### src/sv/sqs_pkg.sv
`timescale 1ns / 1ps
// Shared types and constants of the sample quartile selector.
// No dependencies.
package sqs_pkg;

    localparam int unsigned FIELD_BITS = 64;
    localparam int unsigned COUNT_BITS = 11;

    typedef enum logic [3:0] {
        ST_IDLE,
        ST_INS_RD,
        ST_INS_CMP,
        ST_RK0,
        ST_RK1,
        ST_RK2,
        ST_RK3,
        ST_EMIT
    } t_sqs_state;

    typedef enum logic [1:0] {
        RD_INS,
        RD_Q1,
        RD_MED,
        RD_Q3
    } t_rd_sel;

    typedef struct packed {
        logic    load;
        t_rd_sel rd_sel;
        logic    wr_shift;
        logic    wr_val;
        logic    cap_q1;
        logic    cap_med;
        logic    cap_q3;
        logic    emit;
    } t_sqs_cmd;

    typedef struct packed {
        logic full;
        logic last;
        logic pos_zero;
        logic gt;
        logic out_busy;
    } t_sqs_status;

endpackage

### src/sv/sqs_ctrl.sv
`timescale 1ns / 1ps
// Controller of the sample quartile selector: insertion and rank-read sequencing.
// Depends on sqs_pkg.
module sqs_ctrl (
    input  logic                 i_clk,
    input  logic                 i_rst_n,
    input  logic                 i_in_valid,
    output logic                 o_in_ready,
    input  sqs_pkg::t_sqs_status i_status,
    output sqs_pkg::t_sqs_cmd    o_cmd
);

    sqs_pkg::t_sqs_state r_state, n_state;
    logic                w_acc;

    assign w_acc = i_in_valid && (r_state == sqs_pkg::ST_IDLE);

    always_ff @(posedge i_clk) begin
        if (!i_rst_n) begin
            r_state <= sqs_pkg::ST_IDLE;
        end else begin
            r_state <= n_state;
        end
    end

    always_comb begin
        n_state = r_state;
        unique case (r_state)
            sqs_pkg::ST_IDLE: begin
                if (w_acc) begin
                    n_state = sqs_pkg::ST_INS_RD;
                end
            end
            sqs_pkg::ST_INS_RD: begin
                priority if (i_status.full) begin
                    n_state = i_status.last ? sqs_pkg::ST_RK0 : sqs_pkg::ST_IDLE;
                end else if (i_status.pos_zero) begin
                    n_state = i_status.last ? sqs_pkg::ST_RK0 : sqs_pkg::ST_IDLE;
                end else begin
                    n_state = sqs_pkg::ST_INS_CMP;
                end
            end
            sqs_pkg::ST_INS_CMP: begin
                if (i_status.gt) begin
                    n_state = sqs_pkg::ST_INS_RD;
                end else begin
                    n_state = i_status.last ? sqs_pkg::ST_RK0 : sqs_pkg::ST_IDLE;
                end
            end
            sqs_pkg::ST_RK0: n_state = sqs_pkg::ST_RK1;
            sqs_pkg::ST_RK1: n_state = sqs_pkg::ST_RK2;
            sqs_pkg::ST_RK2: n_state = sqs_pkg::ST_RK3;
            sqs_pkg::ST_RK3: n_state = sqs_pkg::ST_EMIT;
            sqs_pkg::ST_EMIT: begin
                if (!i_status.out_busy) begin
                    n_state = sqs_pkg::ST_IDLE;
                end
            end
            default: n_state = sqs_pkg::ST_IDLE;
        endcase
    end

    always_comb begin
        o_in_ready = (r_state == sqs_pkg::ST_IDLE);
        o_cmd      = '0;
        o_cmd.rd_sel = sqs_pkg::RD_INS;
        unique case (r_state)
            sqs_pkg::ST_IDLE: o_cmd.load = w_acc;
            sqs_pkg::ST_INS_RD: begin
                if (!i_status.full && i_status.pos_zero) begin
                    o_cmd.wr_val = 1'b1;
                end
            end
            sqs_pkg::ST_INS_CMP: begin
                o_cmd.wr_shift = i_status.gt;
                o_cmd.wr_val   = !i_status.gt;
            end
            sqs_pkg::ST_RK0: o_cmd.rd_sel = sqs_pkg::RD_Q1;
            sqs_pkg::ST_RK1: begin
                o_cmd.rd_sel = sqs_pkg::RD_MED;
                o_cmd.cap_q1 = 1'b1;
            end
            sqs_pkg::ST_RK2: begin
                o_cmd.rd_sel  = sqs_pkg::RD_Q3;
                o_cmd.cap_med = 1'b1;
            end
            sqs_pkg::ST_RK3: o_cmd.cap_q3 = 1'b1;
            sqs_pkg::ST_EMIT: o_cmd.emit = !i_status.out_busy;
            default: o_cmd = '0;
        endcase
    end

endmodule

### config.mk
export PLATFORM = sky130hd
export DESIGN_NAME = sqs_ctrl
export DESIGN_NICKNAME = d
export VERILOG_FILES = /design/src/sv/sqs_pkg.sv /design/src/sv/sqs_ctrl.sv
export SDC_FILE = /design/constraint.sdc
export NUM_CORES = 1
export LEC_CHECK = 0
export ABC_AREA = 1
export CAP_MARGIN = 20
export CORE_AREA = 5 5 42 44
export DETAILED_ROUTE_END_ITERATION = 6
export DIE_AREA = 0 0 47 49
export DONT_BUFFER_PORTS = 1
export GPL_TIMING_DRIVEN = 0
export SETUP_SLACK_MARGIN = 0.05
export SYNTH_ARGS = -nofsm -noshare
export SYNTH_HDL_FRONTEND = slang
export SYNTH_SLANG_ARGS = --single-unit
### constraint.sdc
create_clock -name i_clk -period 2.7 [get_ports i_clk]
set_input_delay 0 -clock i_clk [delete_from_list [all_inputs] [get_ports i_clk]]
set_output_delay 0 -clock i_clk [all_outputs]
set_load 0.02 [all_outputs]
[Word-level counts from Yosys, hierarchy flattened]
Cells that the tools add are included.
Storage, ports and cells
  register bits: 4
  output and inout port bits: 10
  word-level logic and storage cells: 33
Operators by class
  equal/unequal tests: 9
  muxes and demuxes: 16
  reduce and logical (&&, ||, !) cells: 7
Operator list (count)
  one-hot mux 4 bit (8 select lines): 1
  == test 4 x 3 -> 1 bit (second input constant): 4
  == test 4 x 2 -> 1 bit (second input constant): 2
  two-way mux 2 bit: 4
  two-way mux 4 bit: 2
  two-way mux 1 bit: 7
  one-hot mux 2 bit (3 select lines): 1
  == test 4 x 1 -> 1 bit (second input constant): 1
  zero test 4 bit: 1
  zero test 1 bit: 3
  logical AND 1 bit: 2
  != test 2 x 1 -> 1 bit (second input constant): 1
  != test 2 bit (second input constant): 1
  one-hot mux 1 bit (2 select lines): 1
  AND reduction 2 bit: 1

[Depth between registers and ports, before layout]
Gate-level depths: netlist (run 1).
  word-level depth: 4
  mapped depth: 8

[Worst setup path before layout (run 1)]
Ideal clock, no wire load.
  path kind: reg-to-reg
  start: register r_state[2]
  end: register r_state[2]
  data arrival time: 1.133 ns
  slack: 1.411 ns
  stages on the path, launching flop included: 4
  path buffers: 0
  cells stage by stage: dfxtp_1 -> inv_2 -> nor3_1 -> a211oi_1
Between the ends
  cells in the longest elaborated chain, start to end: 4
Ends and longest elaborated chain
  start, declared: RTL line sqs_ctrl.sv:13  | sqs_pkg::t_sqs_state r_state, n_state;
  start signal, assigned: RTL line sqs_ctrl.sv:20  | r_state <= sqs_pkg::ST_IDLE;
  start signal, assigned: RTL line sqs_ctrl.sv:22  | r_state <= n_state;
  zero test 4 bit: RTL line sqs_ctrl.sv:16, sqs_ctrl.sv:28
  logical AND 1 bit: RTL line sqs_ctrl.sv:16  | assign w_acc = i_in_valid && (r_state == sqs_pkg::ST_IDLE);
  != test 2 x 1 -> 1 bit (no line)
  AND reduction 2 bit (no line)
Several ways; a longest one is shown, not always the timed one.
A chain may end at the register's enable or synchronous reset.

[Worst setup path after layout (run 1)]
Ends and elaborated chain as after synthesis.

==> flow_summary_export.csv, run 1 <==
group,metric,value,unit
synth,synth_cell_types,20,
worst_setup_path,required,2.78,ns
route,drc_errors,0,
clock_tree,clk_path_buf_depth,2,
clock_tree,ctsHoldBuffers,2,
route,antenna_left,0,
finish,final_cells,70,
synth,synth_area,282.8,sq um
synth,ys_seq_area_share,21.24,%
synth,synth_top_area_share,21.24,%
pwr,finalPower,0.1868,mW
synth,syn_inst,48,
finish,post-route-util,24.91,%
worst_setup_path,rr_endpoint,"r_state[2]",
clock_tree,cts_tree,"done",
finish,most-common-layout-cells,"inv_1, nand2_1, nand3_1, nor2_1",
clock_tree,post_cts_resized,0,
pwr,power_leakage,0.1957,nW
grt,grt_max_degree,10,
worst_setup_path,worstReg2RegStart,"r_state[2]",
route,totalWireLength,754,um
worst_setup_path,max_stage_delay,0.62,ns
worst_setup_path,startpoint,"r_state[2]",
synth,synth_compound_area_share,18.58,%
sta,finalSetupViolCount,0,
route,drt_iter0_drc,3,
finish,regMostFlops,"r_state",
grt,grt_use_met2,11.76,%
pwr,ir_drop,0.0001621,V
clock_tree,cts_made_buffers,3,
clock_tree,path_clk_slew,0.04,ns
worst_setup_path,crit_type,"flop to flop",
clock_tree,cts_setup_buffers,0,
synth,synth_nets,56,
route,drt_first_pass_iters,3,
run_status,status,"completed",
placement,port_buffers,0,
synth,synth_mux_area_share,0,%
placement,post-place-cells,64,
finish,area_growth,23.45,%
worst_setup_path,cp_max_fo,7,
clock_tree,clock_latency,0.23,ns
hold_path,min_path_type,"input port to flop",
placement,place.gp.congestion,0.6989,
worst_setup_path,crit_buf_inv,1,
clock_tree,cts.sinks,3,
placement,dp_hpwl,631.3,um
sta,rsz0062_at_grt,"no",
worst_setup_path,reg2regPathDepth,3,
route,via_per_inst,4.314,
finish,largest_reg_flops,3,
hold_path,holdCritStartpoint,"i_status[3]",
finish,fillCellCount,174,
grt,use_met1,8.772,%
worst_setup_path,reg2reg_setup_slack,1.26,ns
finish,drive_above_1_share,20.37,%
floorplan,die_h,49,um
flow_run,cap_violations,0,
synth,yosys.area.top_type,"dfxtp_1",
synth,synth_simple_gate_area_share,40.27,%
finish,diodes,0,
finish,reg_top3,"r_state: 3 flops",
sta,drv_slew,0,
worst_setup_path,startpoint_type,"flop",
sta,finalClockSkew,0.003065,ns
floorplan,start_util,20.18,%
finish,nets,63,
worst_setup_path,path_cells,"inv_2 > nor3_1 > a211oi_1",
synth,ys_ff_latch,3,
sta,relSlewSlack,50.77,%
synth,yosysWarnings,0,
grt,grt_use_total,8.163,%
grt,grt_pass1_vias,334,
worst_setup_path,crit_slowest_cell,"nor3_1",
synth,synthTopCellsByArea,"dfxtp_1, inv_1, nand2_1",
floorplan,row_count,14,
route,drt-wirelength-per-cell,10.77,um
synth,synth_area_per_cell,5.891,sq um
grt,top_usage_layer,"met2",
floorplan,core_area,1401,sq um
grt,antenna_found_initial,0,
worst_setup_path,worstSetupEndpointType,"flop",
hold_path,hold_depth,4,
finish,final_common_cell,"inv_1",
grt,grt_pass1_wl,1.359,mm
sta,worst_pin_slew,0.7328,ns
sta,max_freq,693.8,MHz
clock_tree,htreeDepth,1,
synth,synth_top_family_by_area,"simple AND/OR/NAND/NOR gates",
worst_setup_path,crit_family,"simple AND/OR/NAND/NOR gates",
pwr,powerDensity,535.2,nW/um^2
worst_setup_path,cp.arrival,1.52,ns
route,vias,302,
synth,synth_xor_area_share,0,%
hold_path,whs_endpoint,"r_state[0]",
synth,synth_fa_ha_area_share,0,%
grt,use_met3,3.321,%
clock_tree,cts_root_buf,"clkbuf_4",
sta,fin_crit,1.441,ns
grt,gr-total-overflow,0,
sta,period_share,53.38,%
sta,finalSetupTns,0,ns
sta,finalHoldViolations,0,
floorplan,fp.dieArea,2303,sq um
floorplan,num_io_pins,18,
floorplan,chipWidth,47,um
worst register-to-register path, delay by kind of cell (launching register included):
kind,cells,cell delay (ns)
AND/OR/NAND/NOR,1,0.62
flip-flops,1,0.46
buffers and inverters,1,0.12
AO/OA/AOI/OAI,1,0.09
synthesized netlist by cell type:
cell type,instances
nor3_2,1
and2_1,1
o21ai_1,1
buf_4,1
a21oi_1,2
inv_1,11
nand4_1,1
nor2_2,1
inv_2,2
o21ai_0,1
nand2_1,8
nor2_1,4
nor3_1,2
o21ai_2,1
o31ai_1,1
nand3_2,1
a31o_2,1
nand3_1,4
dfxtp_1,3
a211oi_1,1
final cells by class:
cell class	count	area, sq um	share of cell area (%)
flip-flops and latches	3	60.06	17.20
repair buffers	2	20.02	5.735
plain buffers	1	7.507	2.151
inverters	13	48.80	13.98
clock buffers	4	26.28	7.527
multi-input cells	31	166.4	47.67
well taps	16	20.02	5.735
routing by layer:
metal  vias to the layer above  wire length, um
li1                        162                -
met1                       129              292
met2                         9              392
met3                         2               49
met4                         0               19
met5                         -                0
stage by stage:
stage               hold slack (ns)  worst slack, ns  cell area, sq um
floorplan                   0.09609            1.411             282.8
global placement             0.1073            1.270             302.8
detailed placement           0.1073            1.249             302.8
CTS                        0.003431            1.239             349.1
global route                0.02199            1.155             349.1
finish                      0.01042            1.259             349.1
cells by family after synthesis:
logic type,Yosys count
AO/OA/AOI/OAI,8
flip-flops,3
AND/OR/NAND/NOR,23
buffers and inverters,14
worst max path at each step:
stage | end | slack, ns | cells past startpoint
floorplan | r_state[2] | 1.41 | 3
global placement | r_state[2] | 1.27 | 3
global route | r_state[2] | 1.15 | 3
CTS | o_cmd[0] | 1.24 | 2
detailed placement | r_state[2] | 1.25 | 3
finish | r_state[2] | 1.26 | 3
power breakdown:
part           total (mW)  switching (mW)  internal, mW
logic              0.0572          0.0389        0.0183
clock network      0.0772          0.0219        0.0553
registers          0.0524         0.00390        0.0485
Note: power is estimated with default switching activity, not from simulation.
==> run 2, diff against run 1 <==
clock period = 1.2 ns   (was 2.7 ns; I/O delays follow)
==> run 2 against run 1 <==
Combinational power rose to 3.4 times the previous value. Critical path depth unchanged. Register-to-register slack worse by 1.2 ns. Die area unchanged. Largest power group is now combinational logic. Clock power up 130%. Critical path type is now flop to output port. Clock skew up 0.0013 ns. Final area up 38%. Wire length up 21%. Via count up 16%. Non-clock buffer count up 4.
==> flow_summary_export.csv, run 2 (same netlist as run 1, synthesis figures left out) <==
group,metric,value,unit
run_status,status,"completed",
route,drt_iter0_drc,1,
route,vias,350,
worst_setup_path,startpoint_type,"flop",
worst_setup_path,worstReg2RegStart,"r_state[1]",
placement,dp_slack,-0.005188,ns
sta,fin_crit,1.109,ns
finish,final_cells,74,
route,via_per_inst,4.730,
placement,dp_hpwl,605.1,um
sta,rsz0062_at_grt,"yes",
worst_setup_path,crit_type,"flop to output port",
grt,grt_max_degree,10,
clock_tree,path_clk_slew,0.04,ns
sta,relSlewSlack,72.64,%
hold_path,holdCritStartpoint,"i_status[3]",
finish,nets,67,
clock_tree,cts_root_buf,"clkbuf_4",
finish,most-common-layout-cells,"inv_1, nand2_1",
flow_run,cap_violations,0,
grt,antenna_found_initial,0,
floorplan,core_area,1401,sq um
sta,worst_pin_slew,0.4081,ns
clock_tree,clk_path_buf_depth,2,
finish,diodes,0,
finish,largest_reg_flops,3,
grt,grt_use_total,8.245,%
placement,place.gp.congestion,0.6558,
sta,setup_ws,0.09104,ns
sta,finalClockSkew,0.004342,ns
worst_setup_path,worstSetupEndpointType,"output port",
sta,drv_slew,0,
worst_setup_path,cp_max_fo,4,
route,drt_first_pass_iters,2,
sta,holdWs,0.001862,ns
clock_tree,htreeDepth,1,
floorplan,die_h,49,um
hold_path,min_path_type,"input port to flop",
pwr,ir_drop,0.0004587,V
floorplan,start_util,20.18,%
clock_tree,cts_tree,"done",
floorplan,row_count,14,
worst_setup_path,cp.arrival,1.11,ns
clock_tree,cts.sinks,3,
finish,post-route-util,34.46,%
route,drc_errors,0,
grt,grt_pass1_vias,336,
floorplan,num_io_pins,18,
pwr,power_leakage,0.2462,nW
placement,post_dp_cell_area,307.8,sq um
placement,post-place-cells,64,
sta,max_freq,901.7,MHz
clock_tree,cts_made_buffers,3,
grt,grt_pass1_wl,1.421,mm
finish,drive_above_1_share,46.55,%
route,totalWireLength,914,um
placement,port_buffers,0,
sta,period_share,92.41,%
worst_setup_path,startpoint,"r_state[1]",
floorplan,fp.dieArea,2303,sq um
floorplan,chipWidth,47,um
finish,regMostFlops,"r_state",
finish,fin_area,483.0,sq um
clock_tree,clock_latency,0.23,ns
route,drt-wirelength-per-cell,12.35,um
finish,final_common_cell,"inv_1",
finish,area_growth,70.80,%
sta,finalSetupViolCount,0,
route,antenna_left,0,
pwr,powerDensity,1031,nW/um^2
worst_setup_path,required,1.20,ns
sta,finalHoldViolations,0,
finish,reg_top3,"r_state: 3 flops",
grt,gr-total-overflow,0,
[run 2: changes by cell type in the layout (fill, tap and decap cells not counted), sizes merged]
cell	delta
dlygate4sd3	+1
buf	+3
[run 2: critical path: stages, from the launching register on]
cell and delay, ns:
dfxtp_2 0.32, buf_6 0.13, nor3_4 0.22, a31o_4 0.21
[run 2: power breakdown]
part | internal (mW) | switching, mW
sequential | 0.110 | 0.0160
clock | 0.125 | 0.0543
combinational | 0.0780 | 0.115
total | 0.313 | 0.185
[run 2: stage by stage]
step / TNS (ns) / power, mW
after global routing: 0 / 0.5342
after floorplan: 0 / 0.2270
after global placement: -0.009050 / 0.2421
after detailed placement: -0.005188 / 0.2437
after CTS: 0 / 0.4738
final: 0 / 0.4978
[run 2: final cells by class]
| class | instances | area (sq um) |
|---|---|---|
| tap | 16 | 20.02 |
| timing repair buffer | 6 | 56.30 |
| sequential | 3 | 68.82 |
| clock buffer | 4 | 26.28 |
| buffer | 1 | 11.26 |
| multi-input combinational | 31 | 241.5 |
| inverter | 13 | 58.81 |
| fill | 164 | 918.4 |
[run 2: timing repair]
item,4_1_cts,5_1_grt
hold buffers,3,0
cloned,0,1
gates resized for setup,13,16
pin swaps,2,5
buffers inserted,1,1
hold endpoints to repair,3,0
endpoints found under the setup margin,9,9
[run 2: worst paths after layout]
path	endpoint	depth (start not counted)	slack (ns)
min	r_state[0]	4	0.002
max reg2reg	r_state[1]	6	0.09
max	o_cmd[4]	3	0.09
min reg2reg	r_state[2]	2	0.60
[run 2: routing by layer]
layer / part of all wire [%] / global-route usage [%] / routed length (um)
met4: 0 / 4.147 / 0
met5: 0 / 0 / 0
met2: 55 / 12.44 / 500
met1: 38 / 9.471 / 345
met3: 7.3 / 3.690 / 67
